$ cat src/rtl/sps_pkg.sv
// shared types, constants and helpers for the slot power sequencer
// no dependencies; imported by every module of the block
`default_nettype none

package sps_pkg;

  localparam int NUM_SLOTS    = 8;
  localparam int MAX_LEVELS   = 4;
  localparam int REPORT_SLOTS = 8;
  localparam int CNT_W        = (NUM_SLOTS > 1) ? $clog2(NUM_SLOTS) : 1;

  // item kinds
  localparam logic [1:0] KIND_TICK   = 2'd0;
  localparam logic [1:0] KIND_CYCLE  = 2'd1;
  localparam logic [1:0] KIND_ENABLE = 2'd2;
  localparam logic [1:0] KIND_LEVEL  = 2'd3;

  // slot states
  localparam logic [2:0] ST_PERM_OFF  = 3'd0;
  localparam logic [2:0] ST_PREINIT   = 3'd1;
  localparam logic [2:0] ST_CYCLE_OFF = 3'd2;
  localparam logic [2:0] ST_WAIT      = 3'd3;
  localparam logic [2:0] ST_AT_LEVEL  = 3'd4;

  // configuration register indexes
  localparam logic [2:0] REG_FIRST_SLOT   = 3'd0;
  localparam logic [2:0] REG_SLOTS_IN_USE = 3'd1;
  localparam logic [2:0] REG_DEFAULT_LVL  = 3'd2;
  localparam logic [2:0] REG_LEVEL_COUNT  = 3'd3;
  localparam logic [2:0] REG_ON_POLARITY  = 3'd4;
  localparam logic [2:0] REG_PREINIT_MS   = 3'd5;
  localparam logic [2:0] REG_CYCLE_MS     = 3'd6;
  localparam logic [2:0] REG_SETTLE_MS    = 3'd7;

  typedef struct packed {
    logic [2:0]  ctrl_state;
    logic [31:0] state_since;
    logic        power_enabled;
    logic [1:0]  driven_level;
  } rec_t;

  localparam rec_t REC_RESET = '{
    ctrl_state:    ST_PREINIT,
    state_since:   32'd0,
    power_enabled: 1'b1,
    driven_level:  2'd0
  };

  // command and settings seen by the update unit for the head slot
  typedef struct packed {
    logic [1:0]  kind;
    logic [31:0] now;
    logic        enable_flag;
    logic [1:0]  level;
    logic        active;
    logic        hit;
    logic [1:0]  default_level;
    logic [1:0]  level_count;
    logic [15:0] preinit_off_ms;
    logic [15:0] cycle_off_ms;
    logic [15:0] settle_ms;
  } cmd_t;

  // requested level only taken when off or within the level count
  function automatic logic [1:0] apply_level(input logic [1:0] cur,
                                             input logic [1:0] req,
                                             input logic [1:0] level_count);
    logic [1:0] res;
    res = cur;
    if (req == 2'd0 || req <= level_count) begin
      res = req;
    end
    return res;
  endfunction

endpackage

`default_nettype wire

$ cat src/rtl/sps_cell.sv
// one slot record of the rotating ring
// depends on sps_pkg for the record type and its reset value
`default_nettype none

module sps_cell (
  input  wire            clk,
  input  wire            rst_n,
  input  wire            shift,
  input  wire sps_pkg::rec_t rec_in,
  output sps_pkg::rec_t  rec_out
);
  import sps_pkg::*;

  rec_t rec_r;

  always_ff @(posedge clk) begin
    if (!rst_n) begin
      rec_r <= REC_RESET;
    end else if (shift) begin
      rec_r <= rec_in;
    end
  end

  assign rec_out = rec_r;

endmodule

`default_nettype wire

$ cat src/rtl/sps_update.sv
// next-record logic for the slot record leaving the head of the ring
// depends on sps_pkg for record, command and level helper
`default_nettype none

module sps_update (
  input  wire sps_pkg::cmd_t cmd,
  input  wire sps_pkg::rec_t rec_in,
  output sps_pkg::rec_t  rec_out
);
  import sps_pkg::*;

  logic [15:0] limit;
  logic [31:0] elapsed;
  logic        expired;

  always_comb begin
    case (rec_in.ctrl_state)
      ST_PREINIT:   limit = cmd.preinit_off_ms;
      ST_CYCLE_OFF: limit = cmd.cycle_off_ms;
      default:      limit = cmd.settle_ms;
    endcase
  end

  // wrapped millisecond arithmetic
  assign elapsed = cmd.now - rec_in.state_since;
  assign expired = elapsed > {16'd0, limit};

  always_comb begin
    rec_out = rec_in;
    unique case (cmd.kind)
      KIND_TICK: begin
        if (cmd.active && expired) begin
          case (rec_in.ctrl_state)
            ST_PREINIT: begin
              rec_out.driven_level = 2'd0;
              rec_out.ctrl_state   = ST_CYCLE_OFF;
              rec_out.state_since  = cmd.now;
            end
            ST_WAIT: begin
              rec_out.ctrl_state  = ST_AT_LEVEL;
              rec_out.state_since = cmd.now;
            end
            ST_CYCLE_OFF: begin
              if (rec_in.power_enabled) begin
                rec_out.driven_level = apply_level(rec_in.driven_level,
                                                   cmd.default_level,
                                                   cmd.level_count);
              end
              rec_out.ctrl_state  = ST_WAIT;
              rec_out.state_since = cmd.now;
            end
            default: begin
            end
          endcase
        end
      end
      KIND_CYCLE: begin
        if (cmd.hit) begin
          rec_out.driven_level = 2'd0;
          rec_out.ctrl_state   = ST_CYCLE_OFF;
          rec_out.state_since  = cmd.now;
        end
      end
      KIND_ENABLE: begin
        if (cmd.hit) begin
          rec_out.power_enabled = cmd.enable_flag;
        end
      end
      KIND_LEVEL: begin
        if (cmd.hit) begin
          rec_out.driven_level = apply_level(rec_in.driven_level, cmd.level,
                                             cmd.level_count);
        end
      end
    endcase
  end

endmodule

`default_nettype wire

$ cat src/rtl/slot_power_sequencer.sv
// Slot power sequencer.
// Input channel (in_valid/in_stall) carries one word per event: a tick with the
// current millisecond time, or a power-cycle, enable/disable or set-level
// command for one bus slot. Every accepted word produces exactly one result
// word on the output channel (out_valid/out_stall): level-pin drives and the
// stable mask of all slots plus the status of the addressed slot.
// The per-slot records sit in a ring of NUM_SLOTS cells that rotates once per
// word; the record at the head passes through a single update unit each cycle
// of a word's pass unless its final step is held by a stalled output. A new
// word is taken in the same cycle as the previous word's final step; only one
// word is in flight at a time. The result sits in an output register; if the
// receiver stalls, the next word still runs its pass and only its final step
// waits for that register.
// Configuration writes (cfg_valid/cfg_ready) are taken while no word is in
// flight. Synchronous reset puts every slot in pre-init off with timestamp 0,
// power enabled and all pins off, and loads the register defaults.
`default_nettype none

module slot_power_sequencer (
  input  wire         clk,
  input  wire         rst_n,
  input  wire         in_valid,
  output logic        in_stall,
  input  wire  [1:0]  in_kind,
  input  wire  [7:0]  in_slot,
  input  wire  [31:0] in_time_ms,
  input  wire         in_enable_flag,
  input  wire  [1:0]  in_level,
  output logic        out_valid,
  input  wire         out_stall,
  output logic [23:0] out_pin_drive,
  output logic [7:0]  out_stable_mask,
  output logic        out_slot_stable,
  output logic        out_slot_controlled,
  output logic [2:0]  out_slot_state,
  input  wire         cfg_valid,
  output logic        cfg_ready,
  input  wire  [2:0]  cfg_index,
  input  wire  [15:0] cfg_data
);
  import sps_pkg::*;

  // configuration
  logic [7:0]  first_slot_r;
  logic [3:0]  slots_in_use_r;
  logic [1:0]  default_level_r;
  logic [1:0]  level_count_r;
  logic [2:0]  on_polarity_r;
  logic [15:0] preinit_off_ms_r;
  logic [15:0] cycle_off_ms_r;
  logic [15:0] settle_ms_r;

  // sequencing
  logic             busy_r;
  logic [CNT_W-1:0] cnt_r;
  logic             last_step;
  logic             out_free;
  logic             step_en;
  logic             in_fire;

  // latched word
  logic [1:0]  kind_r;
  logic [7:0]  slot_r;
  logic [31:0] now_r;
  logic        enable_flag_r;
  logic [1:0]  level_r;

  // accumulators
  logic [23:0] pins_r, pins_nxt;
  logic [7:0]  mask_r, mask_nxt;
  logic        hit_r, hit_nxt;
  logic [2:0]  hit_st_r, hit_st_nxt;
  logic [2:0]  s0_st_r, s0_st_nxt;

  logic        ctrl_on;
  logic        dl_too_big;
  logic [7:0]  n_active;
  logic        head_active;
  logic        head_hit;
  logic        s0_controlled;
  logic [2:0]  fin_state;

  cmd_t cmd;
  rec_t chain_q [NUM_SLOTS];
  rec_t chain_d [NUM_SLOTS];
  rec_t upd_rec;

  assign cfg_ready = !busy_r;

  always_ff @(posedge clk) begin
    if (!rst_n) begin
      first_slot_r     <= 8'd0;
      slots_in_use_r   <= 4'd8;
      default_level_r  <= 2'd1;
      level_count_r    <= 2'd2;
      on_polarity_r    <= 3'd7;
      preinit_off_ms_r <= 16'd100;
      cycle_off_ms_r   <= 16'd500;
      settle_ms_r      <= 16'd100;
    end else if (cfg_valid && cfg_ready) begin
      unique case (cfg_index)
        REG_FIRST_SLOT:   first_slot_r     <= cfg_data[7:0];
        REG_SLOTS_IN_USE: slots_in_use_r   <= cfg_data[3:0];
        REG_DEFAULT_LVL:  default_level_r  <= cfg_data[1:0];
        REG_LEVEL_COUNT:  level_count_r    <= cfg_data[1:0];
        REG_ON_POLARITY:  on_polarity_r    <= cfg_data[2:0];
        REG_PREINIT_MS:   preinit_off_ms_r <= cfg_data;
        REG_CYCLE_MS:     cycle_off_ms_r   <= cfg_data;
        REG_SETTLE_MS:    settle_ms_r      <= cfg_data;
      endcase
    end
  end

  // number of controlled slots
  assign ctrl_on    = (slots_in_use_r != 4'd0) &&
                      ((32'(level_count_r) + 32'd1) < 32'(MAX_LEVELS));
  assign dl_too_big = 32'(default_level_r) >= 32'(MAX_LEVELS);

  always_comb begin
    if (!ctrl_on || dl_too_big) begin
      n_active = 8'd0;
    end else if (32'(slots_in_use_r) > 32'(NUM_SLOTS)) begin
      n_active = 8'(NUM_SLOTS);
    end else begin
      n_active = 8'(slots_in_use_r);
    end
  end

  assign head_active   = 8'(cnt_r) < n_active;
  assign head_hit      = head_active &&
                         ((9'(first_slot_r) + 9'(cnt_r)) == 9'(slot_r));
  assign s0_controlled = (first_slot_r == 8'd0) && (n_active != 8'd0);

  assign last_step = (32'(cnt_r) == 32'(NUM_SLOTS - 1));
  assign out_free  = !out_valid || !out_stall;
  assign step_en   = busy_r && (!last_step || out_free);
  assign in_stall  = busy_r && !(last_step && step_en);
  assign in_fire   = in_valid && !in_stall;

  assign cmd = '{
    kind:           kind_r,
    now:            now_r,
    enable_flag:    enable_flag_r,
    level:          level_r,
    active:         head_active,
    hit:            head_hit,
    default_level:  default_level_r,
    level_count:    level_count_r,
    preinit_off_ms: preinit_off_ms_r,
    cycle_off_ms:   cycle_off_ms_r,
    settle_ms:      settle_ms_r
  };

  sps_update u_update (
    .cmd     (cmd),
    .rec_in  (chain_q[0]),
    .rec_out (upd_rec)
  );

  // ring: head leaves through the update unit and re-enters at the tail
  for (genvar j = 0; j < NUM_SLOTS; j++) begin : g_ring
    if (j == NUM_SLOTS - 1) begin : g_tail
      assign chain_d[j] = upd_rec;
    end else begin : g_link
      assign chain_d[j] = chain_q[j+1];
    end
    sps_cell u_cell (
      .clk     (clk),
      .rst_n   (rst_n),
      .shift   (step_en),
      .rec_in  (chain_d[j]),
      .rec_out (chain_q[j])
    );
  end

  // gather this step's contribution to the result
  always_comb begin
    logic [2:0] slice;
    slice      = 3'd0;
    for (int k = 0; k < 3; k++) begin
      if (32'(k) < 32'(level_count_r)) begin
        slice[k] = (32'(upd_rec.driven_level) == 32'(k + 1)) ?
                   on_polarity_r[k] : !on_polarity_r[k];
      end
    end
    pins_nxt   = pins_r;
    mask_nxt   = mask_r;
    for (int j = 0; j < REPORT_SLOTS; j++) begin
      if (j < NUM_SLOTS && 32'(cnt_r) == 32'(j) && head_active) begin
        pins_nxt[3*j +: 3] = slice;
        mask_nxt[j]        = upd_rec.ctrl_state == ST_AT_LEVEL;
      end
    end
    hit_nxt    = hit_r || head_hit;
    hit_st_nxt = head_hit ? upd_rec.ctrl_state : hit_st_r;
    s0_st_nxt  = (cnt_r == '0) ? upd_rec.ctrl_state : s0_st_r;
  end

  // addressed slot, else slot 0 when controlled, else a fixed at-level answer
  always_comb begin
    if (hit_nxt) begin
      fin_state = hit_st_nxt;
    end else if (s0_controlled) begin
      fin_state = s0_st_nxt;
    end else begin
      fin_state = ST_AT_LEVEL;
    end
  end

  // control state
  always_ff @(posedge clk) begin
    if (!rst_n) begin
      busy_r    <= 1'b0;
      cnt_r     <= '0;
      out_valid <= 1'b0;
    end else begin
      if (in_fire) begin
        busy_r <= 1'b1;
        cnt_r  <= '0;
      end else if (step_en) begin
        cnt_r <= cnt_r + CNT_W'(1);
        if (last_step) begin
          busy_r <= 1'b0;
        end
      end
      if (step_en && last_step) begin
        out_valid <= 1'b1;
      end else if (out_valid && !out_stall) begin
        out_valid <= 1'b0;
      end
    end
  end

  // payload
  always_ff @(posedge clk) begin
    if (in_fire) begin
      kind_r        <= in_kind;
      slot_r        <= in_slot;
      now_r         <= in_time_ms;
      enable_flag_r <= in_enable_flag;
      level_r       <= in_level;
      pins_r        <= 24'd0;
      mask_r        <= 8'd0;
      hit_r         <= 1'b0;
      hit_st_r      <= ST_AT_LEVEL;
      s0_st_r       <= ST_AT_LEVEL;
    end else if (step_en) begin
      pins_r   <= pins_nxt;
      mask_r   <= mask_nxt;
      hit_r    <= hit_nxt;
      hit_st_r <= hit_st_nxt;
      s0_st_r  <= s0_st_nxt;
    end
    if (step_en && last_step) begin
      out_pin_drive       <= pins_nxt;
      out_stable_mask     <= mask_nxt;
      out_slot_controlled <= hit_nxt;
      out_slot_state      <= fin_state;
      out_slot_stable     <= fin_state == ST_AT_LEVEL;
    end
  end

endmodule

`default_nettype wire
$ cat config.mk
export PLATFORM = sky130hd
export DESIGN_NAME = slot_power_sequencer
export DESIGN_NICKNAME = d
export VERILOG_FILES = /design/src/rtl/sps_pkg.sv /design/src/rtl/sps_cell.sv /design/src/rtl/sps_update.sv /design/src/rtl/slot_power_sequencer.sv
export SDC_FILE = /design/constraint.sdc
export NUM_CORES = 1
export LEC_CHECK = 0
export BUFFER_PORTS_ARGS = -buffer_cell sky130_fd_sc_hd__buf_2
export CAP_MARGIN = 20
export CORE_MARGIN = 1.5
export CORE_UTILIZATION = 40
export DETAILED_ROUTE_END_ITERATION = 10
export GPL_TIMING_DRIVEN = 0
export PLACE_DENSITY = 0.53
export SLEW_MARGIN = 5
export SYNTH_ARGS = -nofsm -noshare
export SYNTH_HDL_FRONTEND = slang
export SYNTH_SLANG_ARGS = --single-unit
$ cat constraint.sdc
create_clock -name clk -period 7.22 [get_ports clk]
set_clock_uncertainty 0.2 [all_clocks]
set_input_delay 1.444 -clock clk [delete_from_list [all_inputs] [get_ports clk]]
set_output_delay 1.444 -clock clk [all_outputs]
set_load 0.01 [all_outputs]
======== After elaboration in Yosys (flattened, before gate mapping) ========
Cells that the tools add are included.
operators by class
  add/subtract/negate cells ............... 4
  $mul .................................... 0
  div/mod/pow operators ................... 0
  $lt $le $gt $ge ......................... 9
  equal/unequal tests ..................... 26
  shift-type cells ........................ 0
  multiplexer cells ....................... 48
  bitwise logic cells ..................... 1
  reductions and logical operators ........ 53
operator list
  operator                                       number
  one-hot mux 35 bit (3 select lines)            1
  2-to-1 mux 35 bit                              2
  one-hot mux 35 bit (2 select lines)            1
  2-to-1 mux 3 bit                               12
  greater-than comparator 32 x 16 -> 1 bit       1
  one-hot mux 16 bit (2 select lines)            1
  subtractor 32 bit                              1
  == test 3 bit, second input constant           10
  2-to-1 mux 1 bit                               21
  == test 3 x 2 -> 1 bit, second input constant  6
  logical AND 1 bit                              18
  AND reduction 2 bit                            9
  2-to-1 mux 2 bit                               6
  adder 8 x 3 -> 9 bit                           1
  == test 3 x 1 -> 1 bit, second input constant  3
  == test 9 x 8 -> 1 bit                         1
  logical NOT 1 bit                              9
  == test 2 bit, second input constant           4
  logical NOT 8 bit                              1
  less-than comparator 3 x 8 -> 1 bit            1
  2-to-1 mux 4 bit                               2
  nonzero test 8 bit                             1
  logical NOT 2 bit                              3
  logical NOT 3 bit                              2
  15 further kinds                               24
storage, ports and cells
  flip-flop bits (word level) ............. 497
  latch bits .............................. 0
  RAM bits ................................ 0
  ROM bits ................................ 0
  input bits .............................. 69
  output and inout port bits .............. 40
  word-level logic and storage cells ...... 199
  memories kept ........................... 0

======== Logic depth before layout (Yosys ltp) ========
  word-level depth ........................ 12
  depth in mapped cells ................... 26
  mapped depth without buffers ............ 24

======== Cells and area by module ========
Synthesis repeated with hierarchy kept, for this count alone.
second synthesis, totals
  cells, all modules ...................... 2191
  area, all modules ....................... 23075.9 um^2
by module, submodules not included
  module                times used  cells an instance  area each (um^2)  seq. area each (um^2)
  sps_cell              8           122                1448.9            760.7
  slot_power_sequencer  1           701                7742.4            4684.5
  sps_update            1           514                3742.3            0.0

======== Worst setup path after synthesis ========
OpenSTA, ideal clock, no wires.
  kind .................................... register to register
  start point ............................. register now_r[0]
  end point ............................... register out_pin_drive[10] (data pin)
  setup time .............................. 0.260 ns
  arrival ................................. 4.868 ns
  path slack .............................. 1.892 ns
  cell stages (with the launch flop) ...... 24
  period minus slack after synthesis ...... 5.328 ns
  cells stage by stage .................... edfxtp_1 inv_1 ha_1 fa_1 nand2b_1 a21oi_1 nor2_1 o21ai_0 a31oi_1 o21bai_1 a21oi_1 xnor2_1 ha_1 nand4_1 or3_1 o21a_1 o211ai_1 nor4b_4 a311oi_1 and3b_1 buf_6 or4_4 nor3b_4 mux2_2
between the ends
  cells in the longest elaborated chain, start to end .. 9
ends and longest elaborated chain
  item                                      line                         text
  from (decl)                               slot_power_sequencer.sv:64   logic [31:0] now_r;
  from (signal assigned)                    slot_power_sequencer.sv:239  now_r <= in_time_ms;
  subtractor 32 bit                         sps_update.sv:25             assign elapsed = cmd.now - rec_in.state_since;
  greater-than comparator 32 x 16 -> 1 bit  sps_update.sv:26             assign expired = elapsed > {16'd0, limit};
  logical AND 1 bit                         sps_update.sv:32             if (cmd.active && expired) begin
  2-to-1 mux 2 bit                          sps_update.sv:32
  one-hot mux 2 bit (3 select lines)        sps_update.sv:30             unique case (cmd.kind)
  == test 2 bit                             slot_power_sequencer.sv:182  slice[k] = (32'(upd_rec.driven_level) == 32'(k + 1)) ?
  2-to-1 mux 1 bit                          slot_power_sequencer.sv:182
  2-to-1 mux 1 bit                          slot_power_sequencer.sv:181  if (32'(k) < 32'(level_count_r)) begin
  2-to-1 mux 3 bit                          slot_power_sequencer.sv:189  if (j < NUM_SLOTS && 32'(cnt_r) == 32'(j) && head_active) begin
  via pins_nxt[10]                          slot_power_sequencer.sv:69   logic [23:0] pins_r, pins_nxt;
  to (signal assigned)                      slot_power_sequencer.sv:255  out_pin_drive <= pins_nxt;
  to (decl)                                 slot_power_sequencer.sv:31   output logic [23:0] out_pin_drive,
The timed path passes the listed nets, and every way through them passes these cells.
A chain may end at the register's enable or synchronous reset.

======== Worst setup path after layout ========
  start point ............................. register now_r[0]
  end point ............................... register out_slot_state[0] (data pin)
between the ends
  cells in the longest elaborated chain, start to end .. 8
  elaborated cells on any way between the ends .. 9
  classes of those cells .................. add/sub: 1; order compare: 1; mux: 6; reduce/logical: 1
ends and longest elaborated chain
  item                                        line                         text
  subtractor 32 bit *                         sps_update.sv:25
  greater-than comparator 32 x 16 -> 1 bit *  sps_update.sv:26
  logical AND 1 bit *                         sps_update.sv:32
  2-to-1 mux 35 bit *                         sps_update.sv:32
  one-hot mux 35 bit (2 select lines) *       sps_update.sv:30
  2-to-1 mux 3 bit                            slot_power_sequencer.sv:196  s0_st_nxt = (cnt_r == '0) ? upd_rec.ctrl_state : s0_st_r;
  2-to-1 mux 3 bit                            slot_power_sequencer.sv:203  end else if (s0_controlled) begin
  2-to-1 mux 3 bit *                          slot_power_sequencer.sv:201  if (hit_nxt) begin
  via fin_state[0]                            slot_power_sequencer.sv:81   logic [2:0] fin_state;
  to (signal assigned)                        slot_power_sequencer.sv:258  out_slot_state <= fin_state;
  to (decl)                                   slot_power_sequencer.sv:35   output logic [2:0] out_slot_state,
Mark *: on every way through the listed nets, which the timed path passes. The rest lies on a longest branch.

==> flow_summary.ini <==
[worst_setup_path]
cp.arrival_ns = 6.69
crit_top_cell = nor2_1
reg2reg_depth = 24
crit_fanout = 10
start_kind = register
regToRegSetupSlack_ns = 0.66
critPathMaxStageDelay_ns = 0.63
crit_type = register to register
path_cells = inv_1, ha_1, fa_1, nand2b_1, a21oi_1, nor2_1, o21ai_0, a31oi_1, o21bai_1, a21oi_1, xnor2_1, ha_1, nand4_1, or3_1, nor2_1, nor2_1, nand2_1, o211ai_1, nor4b_4, nand3_2, nand3_1, a21boi_1, clkbuf_1, o21ai_0
end_kind = register
cpMaxStageDelayCell = a21boi_1
worst_ep_required_time_ns = 7.35

[run_status]
outcome = finished clean

[timing]
fmax_mhz = 152
hold_viol_final = 0
maxSlewHeadroom = 0.308
rsz0062_at_grt = false
setup-tns-final_ns = 0
tightest_slew_ns = 1.04
setup_violations = 0
period_share = 0.909
whs_ns = 0.254
finalMaxSlewViolations = 0
setup_slack_ns = 0.657
period_needed_ns = 6.56

[pwr]
clock_power_share = 0.442
total_leakage_power_nw = 8.80
p_int_w = 0.00463
pwr-share-comb = 0.085
p_switching_w = 0.00154
power.density_nw_per_um2 = 244
p_seq_frac = 0.473
ir_drop_uv = 197
switching_share = 0.250

[yosys]
synth_area_um2 = 22100
synth_cell_type_count = 79
seq_area_frac_synth = 0.487
async_reset_ff_frac = 0
synth_nets = 2691
synth_edf_count = 82
ys_seq_elements = 497
syn_area_per_cell_um2 = 8.65
synthFlopType = dfxtp_1
synth_warnings = 0
synth_cells = 2558

[cells_and_area]
layout_commonest_cell = nand2_1
layout.nets = 2851
drive_above_1_share = 0.0827
final_cell_mix = 807 x nand2_1, 415 x dfxtp_1, 289 x a21boi_0
final_area_um2 = 25300
diodes = 0
fin_util = 0.461
area_growth_pct = 14.2

[grt]
antenna_found_initial = 2
grt_pass1_wl_um = 102000
grt_usage = 0.229
grt_max_degree = 55
grt_pass1_vias = 18300
grt_overflow = 0

[floorplan]
io_pins = 109
dieArea_um2 = 56700
fp.dieH_um = 238
die_width_um = 238
row_count = 86
core-area_um2 = 54900
start_util = 0.403

[placement]
placed_cell_area_um2 = 23600
port_buffers = 103
pre_cts_slack_ns = 0.430
dp_hpwl_um = 49100
gp_congestion = 0.879

[cts]
insertion_delay_ns = 0.62
cts_buffers = 54
cts_hold_buf = 0
clock-sinks = 497
clkTransAtPathRegs_ns = 0.06
cts_tree = built
cts_max_path_buffers = 3
cts_root_buf = clkbuf_16
htreeDepth = 2

[detailed_routing]
drcViolationCount = 0
drt-wirelength-per-cell_um = 18.7
ant_nets = 0
drt_first_pass_iters = 5
avgViaCountPerCell = 5.30
wl_um = 64800
drt_iter0_drc = 1044
num_vias = 18300

[hold_path]
worstHoldPathCells = 2
worstHoldPathType = register to register

[flow_run]
max_cap_viol_count = 0
[registers in the layout, summed over array words and instances (netlist names), 16 cells and up]
name	cells
out_pin_drive	24
g_ring.u_cell.rec_out	304
cycle_off_ms_r	16
preinit_off_ms_r	16
pins_r	24
now_r	32
settle_ms_r	16
[cell families (layout without fill, tap and decap cells)]
kind of cell    after synthesis  count (layout)  synth area share
compound gates              626             626             0.200
xor+xnor                     31              31            0.0126
fa+ha+maj                    64              64            0.0369
buf+inv                     224             423            0.0389
flops                       497             497             0.487
mux                          43              43            0.0205
simple gates               1073            1073             0.205
[cell usage after synthesis, drive strengths merged, types with 12 or more instances]
master	n	share of area
nor2	76	0.013
a31oi	36	0.010
nand3	60	0.014
nor2b	24	0.0068
xnor2	21	0.0083
clkbuf	146	0.025
inv	63	0.011
nor3	14	0.0032
a21oi	69	0.016
nand4	24	0.0071
edfxtp	82	0.11
o22ai	20	0.0057
o21ai	91	0.021
buf	15	0.0034
mux2	18	0.0092
o211ai	14	0.0047
dfxtp	415	0.38
nand2	807	0.14
ha	62	0.035
o22a	18	0.0071
a21o	12	0.0041
a21boi	290	0.098
mux2i	25	0.011
[metrics by stage]
stage / cells / power (W)
floorplan: 2558 / 0.00331
CTS: 3461 / 0.00624
finish: 3461 / 0.00618
global placement: 3365 / 0.00350
global route: 3461 / 0.00641
detailed placement: 3366 / 0.00351
[per-layer routing]
metal / up-vias / track usage / wire length (um)
li1: 9093 / - / -
met1: 8682 / 0.296 / 29200
met3: 114 / 0.0360 / 3320
met5: - / 0 / 13
met2: 449 / 0.390 / 30500
met4: 2 / 0.0725 / 1750
[area by class of cell]
class,count,area [um2]
Buffer,161,628
Clock buffer,82,1560
Clock inverter,13,161
Fill cell,5445,29600
Inverter,63,236
Multi-Input combinational cell,1837,10500
Sequential cell,497,10800
Tap cell,704,881
Timing Repair Buffer,104,543
[timing repair]
| action | 4_1_cts | 5_1_grt |
|---|---|---|
| setup buffers | 0 | 0 |
| hold endpoints to repair | 0 | 0 |
| setup endpoints to repair | 0 | 7 |
| gates resized for setup | 0 | 1 |
[worst paths after layout]
path,from,endpoint
setup reg to reg,now_r[0],out_slot_state[0]
hold / removal,pins_r[22],pins_r[22]
hold reg to reg,pins_r[22],pins_r[22]
setup / recovery,now_r[0],out_slot_state[0]
[power groups by stage]
stage	logic [W]	clock network, W	registers (W)
after CTS	0.000529	0.00279	0.00292
final	0.000528	0.00273	0.00292
after global placement	0.000518	0	0.00298
after detailed placement	0.000526	0	0.00298
after global routing	0.000587	0.00290	0.00292
after floorplan	0.000350	0	0.00296
[worst max-delay path, delay by kind of cell (launching register included)]
kind	cells	cell delay, ns
compound gates	8	2.07
simple gates	10	1.82
fa+ha+maj	3	0.91
buf+inv	2	0.68
flops	1	0.43
xor+xnor	1	0.15
Note: power is estimated with default switching activity, not from simulation.
